===== src/hdl/pb91_pkg.sv =====
package pb91_pkg;

    localparam int SYM_W       = 6;
    localparam int STORE_DEPTH = 13;
    localparam int ADDR_W      = 4;
    localparam int CHAR_W      = 7;
    localparam int VALUE_W     = 13;
    localparam int RADIX       = 91;
    localparam int DIV_MULT    = 5762;
    localparam int DIV_SHIFT   = 19;
    localparam int PROD_W      = 26;

    localparam logic [CHAR_W-1:0] CHAR_BASE = CHAR_W'(32);
    localparam logic [CHAR_W-1:0] MARK_A    = CHAR_W'((90 * 91 + 90) / 91 + 32);
    localparam logic [CHAR_W-1:0] MARK_B    = CHAR_W'((90 * 91 + 90) % 91 + 32);
    localparam logic [SYM_W-1:0]  TOP_SYM_BIT = SYM_W'(1 << (SYM_W - 1));
    localparam logic [2:0]        PAIRS_FULL  = 3'd6;

    localparam logic OP_DATA = 1'b0;
    localparam logic OP_END  = 1'b1;

    typedef struct packed {
        logic       operation;
        logic [7:0] data_byte;
    } in_beat_t;

    typedef struct packed {
        logic [CHAR_W-1:0] out_char;
        logic              last_of_run;
    } out_beat_t;

    typedef struct packed {
        logic              en;
        logic [ADDR_W-1:0] addr;
        logic [SYM_W-1:0]  data;
    } store_wr_t;

    typedef enum logic [3:0] {
        ST_IDLE,
        ST_PACK,
        ST_RD_HI,
        ST_RD_LO,
        ST_EMIT_HI,
        ST_EMIT_LO,
        ST_MARK_A,
        ST_MARK_B,
        ST_MARK_CNT
    } state_t;

    // Quotient by 91 through a reciprocal multiply, exact for all 13-bit values.
    function automatic logic [CHAR_W-1:0] div_radix(input logic [VALUE_W-1:0] v);
        logic [PROD_W-1:0] prod;
        prod = PROD_W'(v) * PROD_W'(DIV_MULT);
        return prod[DIV_SHIFT +: CHAR_W];
    endfunction

    function automatic logic [CHAR_W-1:0] rem_radix(input logic [VALUE_W-1:0] v,
                                                    input logic [CHAR_W-1:0] q);
        logic [VALUE_W-1:0] back;
        logic [VALUE_W-1:0] diff;
        back = VALUE_W'(q) * VALUE_W'(RADIX);
        diff = v - back;
        return diff[CHAR_W-1:0];
    endfunction

endpackage


===== src/hdl/pb91_symstore.sv =====
module pb91_symstore (
    input  logic                                aclk,
    input  logic                                aresetn,
    input  pb91_pkg::store_wr_t                 wr,
    input  logic [pb91_pkg::ADDR_W-1:0]         rd_addr,
    output logic [pb91_pkg::SYM_W-1:0]          rd_data,
    output logic [pb91_pkg::SYM_W-1:0]          top_data
);

    logic [pb91_pkg::SYM_W-1:0] mem_reg [pb91_pkg::STORE_DEPTH];

    always_ff @(posedge aclk) begin
        if (!aresetn) begin
            for (int i = 0; i < pb91_pkg::STORE_DEPTH; i++) begin
                mem_reg[i] <= '0;
            end
        end else if (wr.en) begin
            mem_reg[wr.addr] <= wr.data;
        end
    end

    assign rd_data  = (rd_addr < pb91_pkg::ADDR_W'(pb91_pkg::STORE_DEPTH)) ?
                      mem_reg[rd_addr] : '0;
    assign top_data = mem_reg[pb91_pkg::STORE_DEPTH-1];

endmodule


===== src/hdl/printable_base91_byte_encoder.sv =====
// Encodes raw bytes into printable characters (codes 32 to 122), one beat per byte or
// end-of-stream marker in, one character per beat out, with last_of_run on the final
// character an input beat causes. A data byte that does not complete a group of three
// is only held, and input stays ready. A completed group writes its four symbols into
// the 13-entry symbol store, one symbol per cycle. When the store is full, the group
// first finds it full in ST_PACK and fetches the first pair (ST_RD_HI, ST_RD_LO), then
// drains six values at one character per cycle while the output is taken. An
// end-of-stream beat packs four symbols (plus that drain when its group overflows the
// store), emits three marker characters, fetches the first pair and emits two characters
// per remaining symbol pair. Each value's quotient by 91 comes from a single shared
// reciprocal-multiply unit and its remainder from multiplying back and subtracting, one
// pair at a time. Input is held off until all characters of the current beat have been
// generated; the output register lets the next beat be accepted while the last character
// still waits.
module printable_base91_byte_encoder (
    input  logic                  aclk,
    input  logic                  aresetn,
    input  logic                  s_valid,
    output logic                  s_ready,
    input  pb91_pkg::in_beat_t    s_payload,
    output logic                  m_valid,
    input  logic                  m_ready,
    output pb91_pkg::out_beat_t   m_payload
);

    localparam int SW = pb91_pkg::SYM_W;
    localparam int CW = pb91_pkg::CHAR_W;
    localparam int VW = pb91_pkg::VALUE_W;
    localparam int AW = pb91_pkg::ADDR_W;

    pb91_pkg::state_t    state_reg, state_next;
    logic [7:0]          hold_reg [3];
    logic [7:0]          hold_next [3];
    logic [1:0]          pos_reg, pos_next;
    logic [AW-1:0]       count_reg, count_next;
    logic [1:0]          n_reg, n_next;
    logic [1:0]          j_reg, j_next;
    logic                final_reg, final_next;
    logic                dump_final_reg, dump_final_next;
    logic [2:0]          k_reg, k_next;
    logic [2:0]          npairs_reg, npairs_next;
    logic [SW-1:0]       spread_reg, spread_next;
    logic [SW-1:0]       hi_reg, hi_next;
    logic [VW-1:0]       v_reg, v_next;
    logic [CW-1:0]       q_reg, q_next;
    logic [CW-1:0]       r_reg, r_next;
    logic                out_valid_reg, out_valid_next;
    pb91_pkg::out_beat_t out_reg, out_next;

    pb91_pkg::store_wr_t wr;
    logic [AW-1:0]       rd_addr;
    logic [SW-1:0]       rd_data;
    logic [SW-1:0]       top_data;

    logic                slot_free;
    logic                emit;
    logic [CW-1:0]       emit_char;
    logic                emit_last;
    logic [1:0]          pos_idx;
    logic [SW-1:0]       sym;
    logic [VW-1:0]       v_load;
    logic [CW-1:0]       q_load;
    logic                last_pair;
    logic [2:0]          final_pairs;
    logic [SW-1:0]       final_spread;
    logic [1:0]          rd_off;

    pb91_symstore u_store (
        .aclk     (aclk),
        .aresetn  (aresetn),
        .wr       (wr),
        .rd_addr  (rd_addr),
        .rd_data  (rd_data),
        .top_data (top_data)
    );

    assign slot_free = !out_valid_reg || m_ready;
    assign pos_idx   = (pos_reg == 2'd3) ? 2'd0 : pos_reg;
    assign v_load    = {spread_reg[SW-1], hi_reg, rd_data};
    assign q_load    = pb91_pkg::div_radix(v_load);
    assign last_pair = (k_reg == npairs_reg - 3'd1);
    assign rd_addr   = {k_reg, 1'b0} + AW'(rd_off);

    assign final_pairs = (count_reg >= AW'(pb91_pkg::STORE_DEPTH)) ? pb91_pkg::PAIRS_FULL :
                         3'((5'(count_reg) + 5'd1) >> 1);
    assign final_spread = (count_reg >= AW'(pb91_pkg::STORE_DEPTH)) ? top_data :
                          (count_reg[0] ? pb91_pkg::TOP_SYM_BIT : '0);

    always_comb begin
        unique case (j_reg)
            2'd0: sym = hold_reg[0][7:2];
            2'd1: sym = {hold_reg[0][1:0], hold_reg[1][7:4]};
            2'd2: sym = {hold_reg[1][3:0], hold_reg[2][7:6]};
            2'd3: sym = (n_reg == 2'd3) ? hold_reg[2][5:0] : SW'(n_reg);
        endcase
    end

    always_comb begin
        unique case (state_reg)
            pb91_pkg::ST_RD_LO:   rd_off = 2'd1;
            pb91_pkg::ST_EMIT_HI: rd_off = 2'd2;
            pb91_pkg::ST_EMIT_LO: rd_off = 2'd3;
            default:              rd_off = 2'd0;
        endcase
    end

    always_comb begin
        state_next      = state_reg;
        hold_next       = hold_reg;
        pos_next        = pos_reg;
        count_next      = count_reg;
        n_next          = n_reg;
        j_next          = j_reg;
        final_next      = final_reg;
        dump_final_next = dump_final_reg;
        k_next          = k_reg;
        npairs_next     = npairs_reg;
        spread_next     = spread_reg;
        hi_next         = hi_reg;
        v_next          = v_reg;
        q_next          = q_reg;
        r_next          = r_reg;
        wr              = '0;
        emit            = 1'b0;
        emit_char       = q_reg;
        emit_last       = 1'b0;
        s_ready         = 1'b0;

        unique case (state_reg)
            pb91_pkg::ST_IDLE: begin
                s_ready = 1'b1;
                if (s_valid) begin
                    if (s_payload.operation == pb91_pkg::OP_END) begin
                        n_next     = (pos_reg == 2'd3) ? 2'd2 : pos_reg;
                        final_next = 1'b1;
                        j_next     = 2'd0;
                        state_next = pb91_pkg::ST_PACK;
                    end else begin
                        hold_next[pos_idx] = s_payload.data_byte;
                        if (pos_idx == 2'd2) begin
                            pos_next   = 2'd0;
                            n_next     = 2'd3;
                            j_next     = 2'd0;
                            state_next = pb91_pkg::ST_PACK;
                        end else begin
                            pos_next = pos_idx + 2'd1;
                        end
                    end
                end
            end
            pb91_pkg::ST_PACK: begin
                if (count_reg == AW'(pb91_pkg::STORE_DEPTH)) begin
                    k_next          = '0;
                    npairs_next     = pb91_pkg::PAIRS_FULL;
                    spread_next     = top_data;
                    dump_final_next = 1'b0;
                    state_next      = pb91_pkg::ST_RD_HI;
                end else begin
                    wr.en      = 1'b1;
                    wr.addr    = count_reg;
                    wr.data    = sym;
                    count_next = count_reg + AW'(1);
                    j_next     = j_reg + 2'd1;
                    if (j_reg == 2'd3) begin
                        state_next = final_reg ? pb91_pkg::ST_MARK_A : pb91_pkg::ST_IDLE;
                    end
                end
            end
            pb91_pkg::ST_RD_HI: begin
                hi_next    = rd_data;
                state_next = pb91_pkg::ST_RD_LO;
            end
            pb91_pkg::ST_RD_LO: begin
                v_next     = v_load;
                q_next     = q_load;
                state_next = pb91_pkg::ST_EMIT_HI;
            end
            pb91_pkg::ST_EMIT_HI: begin
                if (slot_free) begin
                    emit        = 1'b1;
                    emit_char   = q_reg + pb91_pkg::CHAR_BASE;
                    r_next      = pb91_pkg::rem_radix(v_reg, q_reg);
                    hi_next     = rd_data;
                    spread_next = spread_reg << 1;
                    state_next  = pb91_pkg::ST_EMIT_LO;
                end
            end
            pb91_pkg::ST_EMIT_LO: begin
                if (slot_free) begin
                    emit      = 1'b1;
                    emit_char = r_reg + pb91_pkg::CHAR_BASE;
                    emit_last = last_pair && (dump_final_reg || !final_reg);
                    if (!last_pair) begin
                        v_next     = v_load;
                        q_next     = q_load;
                        k_next     = k_reg + 3'd1;
                        state_next = pb91_pkg::ST_EMIT_HI;
                    end else begin
                        count_next = '0;
                        if (dump_final_reg) begin
                            pos_next        = 2'd0;
                            final_next      = 1'b0;
                            dump_final_next = 1'b0;
                            state_next      = pb91_pkg::ST_IDLE;
                        end else begin
                            state_next = pb91_pkg::ST_PACK;
                        end
                    end
                end
            end
            pb91_pkg::ST_MARK_A: begin
                if (slot_free) begin
                    emit       = 1'b1;
                    emit_char  = pb91_pkg::MARK_A;
                    state_next = pb91_pkg::ST_MARK_B;
                end
            end
            pb91_pkg::ST_MARK_B: begin
                if (slot_free) begin
                    emit       = 1'b1;
                    emit_char  = pb91_pkg::MARK_B;
                    state_next = pb91_pkg::ST_MARK_CNT;
                end
            end
            pb91_pkg::ST_MARK_CNT: begin
                if (slot_free) begin
                    emit            = 1'b1;
                    emit_char       = CW'(count_reg) + pb91_pkg::CHAR_BASE;
                    emit_last       = (final_pairs == 3'd0);
                    k_next          = '0;
                    npairs_next     = final_pairs;
                    spread_next     = final_spread;
                    dump_final_next = 1'b1;
                    if (final_pairs == 3'd0) begin
                        count_next      = '0;
                        pos_next        = 2'd0;
                        final_next      = 1'b0;
                        dump_final_next = 1'b0;
                        state_next      = pb91_pkg::ST_IDLE;
                    end else begin
                        state_next = pb91_pkg::ST_RD_HI;
                    end
                end
            end
            default: begin
                state_next = pb91_pkg::ST_IDLE;
            end
        endcase

        if (emit) begin
            out_valid_next       = 1'b1;
            out_next.out_char    = emit_char;
            out_next.last_of_run = emit_last;
        end else begin
            out_valid_next = out_valid_reg && !m_ready;
            out_next       = out_reg;
        end
    end

    always_ff @(posedge aclk) begin
        if (!aresetn) begin
            state_reg      <= pb91_pkg::ST_IDLE;
            hold_reg[0]    <= '0;
            hold_reg[1]    <= '0;
            hold_reg[2]    <= '0;
            pos_reg        <= '0;
            count_reg      <= '0;
            final_reg      <= 1'b0;
            dump_final_reg <= 1'b0;
            out_valid_reg  <= 1'b0;
        end else begin
            state_reg      <= state_next;
            hold_reg       <= hold_next;
            pos_reg        <= pos_next;
            count_reg      <= count_next;
            final_reg      <= final_next;
            dump_final_reg <= dump_final_next;
            out_valid_reg  <= out_valid_next;
        end
    end

    always_ff @(posedge aclk) begin
        n_reg      <= n_next;
        j_reg      <= j_next;
        k_reg      <= k_next;
        npairs_reg <= npairs_next;
        spread_reg <= spread_next;
        hi_reg     <= hi_next;
        v_reg      <= v_next;
        q_reg      <= q_next;
        r_reg      <= r_next;
        out_reg    <= out_next;
    end

    assign m_valid   = out_valid_reg;
    assign m_payload = out_reg;

endmodule


===== config.mk =====
export PLATFORM = sky130hd
export DESIGN_NAME = printable_base91_byte_encoder
export DESIGN_NICKNAME = d
export VERILOG_FILES = /design/src/hdl/pb91_pkg.sv /design/src/hdl/pb91_symstore.sv /design/src/hdl/printable_base91_byte_encoder.sv
export SDC_FILE = /design/constraint.sdc
export NUM_CORES = 1
export LEC_CHECK = 0
export BUFFER_PORTS_ARGS = -buffer_cell sky130_fd_sc_hd__buf_2
export CAP_MARGIN = 20
export CORE_MARGIN = 2
export CORE_UTILIZATION = 30
export CTS_BUF_LIST = sky130_fd_sc_hd__clkbuf_8
export CTS_CLUSTER_DIAMETER = 150
export DETAILED_ROUTE_END_ITERATION = 7
export PLACE_DENSITY = 0.49
export SYNTH_ARGS = -nofsm -noshare
export SYNTH_HDL_FRONTEND = slang
export SYNTH_SLANG_ARGS = --single-unit

===== constraint.sdc =====
create_clock -name aclk -period 6.1 [get_ports aclk]
set_input_delay 0.305 -clock aclk [delete_from_list [all_inputs] [get_ports aclk]]
set_output_delay 0.305 -clock aclk [all_outputs]
set_load 0.005 [all_outputs]

; ---- Word level (Yosys, flattened, before mapping)
; Memory sizes are Yosys's and may differ from the RTL's.
; Cells that the tools add are included.
[word_totals]
reg_bits = 88
ram_bits = 78
input_bits = 13
output_inout_bits = 10
wordCells = 212
mem_count = 1
[classes]
n_addsub = 11
mul = 2
n_lt_le_gt_ge = 4
n_eq_ne = 32
muxes = 104
bitwise_logic = 2
n_reduce_logical = 36
[memory_table]
columns = name, words, word_bits, read_ports, rd_clocked_by_memory_dff, write_ports, line
row1 = u_store.mem_reg, 13, 6, 2, 0, 13, pb91_symstore.sv:10  ; logic [pb91_pkg::SYM_W-1:0] mem_reg [pb91_pkg::STORE_DEPTH];
[ops]
columns = cell, count
row1 = 4-bit two-way mux, 16
row2 = 7-bit two-way mux, 8
row3 = 6-bit two-way mux, 9
row4 = 4-bit one-hot mux with 9 select lines, 1
row5 = 2-bit two-way mux, 17
row6 = "2-bit inequality test, second input constant", 14
row7 = 7-bit one-hot mux with 2 select lines, 2
row8 = 7-bit one-hot mux with 4 select lines, 1
row9 = 3-bit two-way mux, 9
row10 = "13-bit by 12-bit multiplier with 25-bit output, second input constant", 1
row11 = 24-bit bitwise mux, 1
row12 = 1-bit two-way mux, 24
row13 = 6-bit one-hot mux with 4 select lines, 1
row14 = 8-bit AND reduction, 3
row15 = 11-bit two-way mux, 2
row16 = 6-bit one-hot mux with 3 select lines, 1
row17 = 8-bit demux with 2-bit select, 1
row18 = "4-bit by 3-bit equality test with 1-bit output, second input constant", 4
row19 = "7-bit by 6-bit adder with 7-bit output, second input constant", 2
row20 = 2-bit one-hot mux with 3 select lines, 2
row21 = 4-bit one-hot mux with 3 select lines, 1
row22 = 6-bit one-hot mux with 2 select lines, 1
row23 = 3-bit AND reduction, 4
row24 = "2-bit equality test, second input constant", 5
row25 = 41 further kinds, 61

; ---- Longest topological paths before layout
[depth]
ltp_word = 10
mapped_depth = 28

; ---- Cells and area by module
; From an unflattened synthesis, not the netlist that was laid out.
[hier_totals]
cells_unflattened = 977
hier_area_um2 = 10618.9
[by_module_without_submodules]
columns = module, n_inst, cells_per_inst, area_per_inst_um2, seq_area_each_um2
row1 = printable_base91_byte_encoder, 1, 702, 6791.5, 2272.2
row2 = pb91_symstore, 1, 275, 3827.4, 2372.3

; ---- Worst setup path after synthesis
; No wires, ideal clock.
[synth_timing]
path_type = register -> register
startpoint = reg state_reg[3]
endpoint = reg q_reg[4], data pin
setup_time_ns = 0.261
t_arrival_ns = 6.461
t_required_ns = 5.839
slack_ns = -0.622
path_stages_with_launch = 27
n_path_buf = 4
synth_period_minus_slack_ns = 6.722
path_cell_list = dfxtp_1 clkbuf_1 nand2b_1 nor2_1 ha_1 buf_2 clkbuf_1 clkbuf_1 mux4_2 mux4_2 o31a_1 ha_1 ha_1 inv_1 fa_1 inv_1 fa_1 ha_1 ha_1 a211oi_1 o21ai_0 a21oi_1 o21ai_0 and3_1 a21oi_1 nand2_2 o311a_1
[synth_between]
elab_chain_len = 9
elab_cells_between_ends = 12
[synth_lines]
columns = item, line
row1 = "start, declared", printable_base91_byte_encoder.sv:31  ; pb91_pkg::state_t state_reg, state_next;
row2 = "start signal, assigned", printable_base91_byte_encoder.sv:262  ; state_reg <= pb91_pkg::ST_IDLE;
row3 = "start signal, assigned", printable_base91_byte_encoder.sv:272  ; state_reg <= state_next;
row4 = 4-bit by 3-bit equality test with 1-bit output / 4-bit by 2-bit equality test with 1-bit output (equally long branches), printable_base91_byte_encoder.sv:99  ; unique case (state_reg)
row5 = 2-bit one-hot mux with 3 select lines *, printable_base91_byte_encoder.sv:99
row6 = 4-bit by 2-bit adder with 4-bit output *, printable_base91_byte_encoder.sv:82  ; assign rd_addr = {k_reg, 1'b0} + AW'(rd_off);
row7 = memory read 13 x 6 bit / 4-bit < comparator (equally long branches), --
row8 = 6-bit two-way mux *, pb91_symstore.sv:22  ; assign rd_data = (rd_addr < pb91_pkg::ADDR_W'(pb91_pkg::STORE_DEPTH)) ?
row9 = 13-bit by 12-bit multiplier with 25-bit output *, pb91_pkg.sv:53  ; prod = PROD_W'(v) * PROD_W'(DIV_MULT);
row10 = via q_load[4], printable_base91_byte_encoder.sv:62  ; logic [CW-1:0] q_load;
row11 = 7-bit two-way mux, printable_base91_byte_encoder.sv:193  ; if (!last_pair) begin
row12 = 7-bit two-way mux, printable_base91_byte_encoder.sv:189  ; if (slot_free) begin
row13 = 7-bit one-hot mux with 2 select lines *, printable_base91_byte_encoder.sv:129  ; unique case (state_reg)
row14 = "end signal, assigned", printable_base91_byte_encoder.sv:290  ; q_reg <= q_next;
row15 = "end, declared", printable_base91_byte_encoder.sv:45  ; logic [CW-1:0] q_reg, q_next;
; Mark *: on every way through the listed nets, which the timed path passes. The rest lies on a longest branch. The select of a mux whose other input is x is not followed.
; A chain may end at the register's enable or synchronous reset.

; ---- Worst setup path in the final report
[layout_timing]
startpoint = reg state_reg[1]
endpoint = reg q_reg[5], data pin
; The elaborated chain is that of the path after synthesis.

==> flow_summary.ini <==
[outcome]
status = finished, final reports clean

[sta]
skew_ns = 0.0277
setup_viol = 0
fin_crit_ns = 5.89
fmax_ghz = 0.170
grt_setup_unrepaired = no
hold_viol_final = 0
slew_viol_final = 0
max-slew-margin-rel_pct = 45.5
tightest_slew_ns = 0.812
setup_tns_ns = 0
finalCritPeriodShare_pct = 96.6

[critical_path]
path_class = reg2reg
cp.required_ns = 6.29
critPathSlowestCell = fa_1
cp_max_fo = 5
worstSetupStartpointType = register
crit_path_end_kind = register
critPathTopFamily = adder cells
path_buf_inv = 6
cpPeakStageDelay_ns = 0.54
crit_arrival_ns = 6.09

[place]
hpwl_mm = 19.7
gp_congestion = 0.794
io_buffers = 22

[clock_tree]
clockRootBuffer = clkbuf_8
cts_tree = yes
clkSinkCount = 169
clk_pin_slew_worst_paths_ns = 0.11
cts_buffers = 17
clockBufferDepth = 2
insertion_delay_ns = 0.49
htreeDepth = 4
cts_hold_buf = 0

[power]
p_per_area_nw_per_um2 = 250
irDropWorstVdd_uv = 137
cellLeakagePower_uw = 0.00484
seqPwrFrac_pct = 43.4
netSwitchingPower_uw = 1030
pwr-share-comb_pct = 28.1
pwr-share-clk_pct = 28.5
internal-power_uw = 2010
p_sw_share_pct = 33.8

[synthesis]
postSynthAreaPerCell_um2 = 10.9
ys_warn_count = 0
netlist_instances = 961
async_reset_ff_share_pct = 0
yosys-top-cells-area = edfxtp_1 (38%), ha_1 (12%), dfxtp_1 (7.1%)
synth_edf_count = 132
synth_cell_type_count = 69
syn_nets = 1099
synth_top_cell_by_area = edfxtp_1
synth.top_cell.area_share_pct = 37.9
ys_ff_latch = 169
syn-cell-area_um2 = 10500
synth.yosys.seq_area_share_pct = 45.0
synth_ff_type = edfxtp_1

[floorplanning]
initial_core_util_pct = 30.3
coreArea_um2 = 34500
die_h_um = 191
dieArea_um2 = 36400
die_x_um = 191
rows = 68
ios = 23

[route]
vias_per_cell = 4.95
drtAntennaViolNets = 0
routedWlPerCell_um = 17.4
routed-wl-met3_um = 890
vias = 7431
firstDrtPassIters = 5
top_layer = met4
wirelength_mm = 26.1
drtIter0Drc = 536
drcViolationCount = 0
drt-met1-wl_mm = 12.2
wl_met2_mm = 12.7

[grt]
first_global_vias = 7393
antenna_found_initial = 0
grt_overflow = 0
grt_util_all_layers_pct = 14.8
grt_max_degree = 55
grt_pass1_wl_mm = 41.2

[finish]
diodes = 0
layout-drive-gt1-share_pct = 16.7
fill_cells = 3474
largest_reg_flops = 81
layout.nets = 1170
area_growth_pct = 16.4
finalCoreUtilization_pct = 35.3

[run]
drv_cap = 0

[worst_hold_path]
holdCritPathClass = in2reg
==> worst reg2reg max path, stage by stage (launching register included) <==
cell	delay, ns
dfxtp_4	0.36
buf_4	0.14
nor2_4	0.14
ha_4	0.14
ha_2	0.18
buf_4	0.11
xor2_1	0.18
buf_4	0.18
mux4_2	0.52
o31a_1	0.16
ha_4	0.24
ha_1	0.28
inv_1	0.05
fa_1	0.50
inv_1	0.05
fa_1	0.54
ha_4	0.21
ha_4	0.27
buf_4	0.09
nand4_1	0.09
nor2_2	0.21
nand3_1	0.12
nor4_2	0.35
o2111ai_4	0.21
nand2_2	0.16
o311ai_2	0.11
==> cells by family after synthesis <==
logic type | share of synthesized area (%)
AOI/OAI and AO/OA | 10.4
xor gates and xnor gates | 3.52
adders and majority gates | 16.7
buffers and inverters | 4.46
DFF | 45.0
muxes | 5.77
and+or+nand+nor | 14.1
==> synth_stat cells, drive strengths merged, types with 6 or more instances <==
master,count
a21oi,32
nor3,19
mux2i,25
a221oi,10
nor2b,23
ha,101
nor2,116
nand4,7
inv,85
nand2,85
nand3,21
edfxtp,132
clkbuf,31
mux4,15
a21o,10
o211ai,6
o21ai,28
fa,24
nand2b,12
a21boi,13
and2,8
a22oi,6
dfxtp,37
xnor2,30
xor2,9
and3,7
a221o,7
==> layer usage <==
layer  vias to the layer above  track usage, %
li1                       3578               -
met1                      3678            20.1
met2                       157            24.7
met3                        18            2.34
met4                         0            3.61
met5                         -               0
==> per-stage QoR <==
| stage | hold WS (ns) | setup slack (ns) | power, uW | cells | instance area, um^2 |
|---|---|---|---|---|---|
| detailed placement | 0.461 | 0.0152 | 2130 | 1460 | 11500 |
| global placement | 0.458 | 0.0296 | 2140 | 1458 | 11400 |
| floorplan | 0.443 | 0.0105 | 1880 | 961 | 10500 |
| global route | 0.0847 | 0.0142 | 3220 | 1500 | 12200 |
| CTS | 0.0614 | 0.0103 | 3020 | 1496 | 12000 |
| finish | 0.0986 | 0.209 | 3040 | 1500 | 12200 |
==> power by group through the flow <==
| stage | Clock [uW] | Sequential, uW | Combinational, uW |
|---|---|---|---|
| 6_report | 867 | 1320 | 853 |
| 5_1_grt | 930 | 1330 | 965 |
| 4_1_cts | 892 | 1320 | 805 |
| 3_5_place_dp | 0 | 1350 | 787 |
| 3_3_place_gp | 0 | 1350 | 790 |
| 2_1_floorplan | 0 | 1330 | 549 |
==> what timing repair did <==
item,CTS,global route
resized for setup,4,30
pin swaps,2,15
buffers inserted,4,3
setup endpoints to repair,3,7
endpoints found under the hold margin,0,0
==> worst paths after layout <==
path / startpoint / end / slack [ns] / cells past startpoint
max reg2reg: state_reg[1] / q_reg[5] / 0.21 / 25
min reg2reg: hold_reg[2] / hold_reg[2] / 0.47 / 2
max: state_reg[1] / q_reg[5] / 0.21 / 25
min: s_payload[4] / hold_reg[4] / 0.1 / 3
==> placed cells by master, fill, tap and decap left out, types with 6 or more instances in the layout <==
master / Yosys / layout
nand2b_1: 12 / 11
and3_1: 7 / 6
a22oi_1: 6 / 6
buf_2: 1 / 22
mux2i_1: 25 / 24
edfxtp_1: 132 / 132
nor2_1: 115 / 113
xnor2_1: 29 / 26
dfxtp_1: 37 / 35
a221oi_1: 9 / 7
nand4_1: 7 / 7
inv_1: 85 / 85
nand3_1: 21 / 20
nand2_1: 84 / 84
xor2_1: 8 / 8
and2_1: 8 / 8
mux4_2: 11 / 12
clkbuf_8: 0 / 17
nor2b_1: 23 / 23
buf_4: 1 / 61
ha_1: 101 / 93
ha_4: 0 / 7
a21boi_0: 13 / 13
a221o_1: 7 / 7
a21o_1: 10 / 10
o211ai_1: 6 / 6
o21ai_0: 26 / 24
fa_1: 24 / 24
a21oi_1: 32 / 30
nor3_1: 18 / 17
==> area by class of cell <==
cell class	count	area, um^2	share of cell area, %
repair buffers	87	636	5.22
flip-flops and latches	169	4710	38.7
inverters	86	323	2.65
well taps	455	569	4.68
clock inverters	15	199	1.63
multi-input cells	671	5500	45.2
clock buffers	17	234	1.92
No activity file was read; power rests on OpenSTA's default activity.
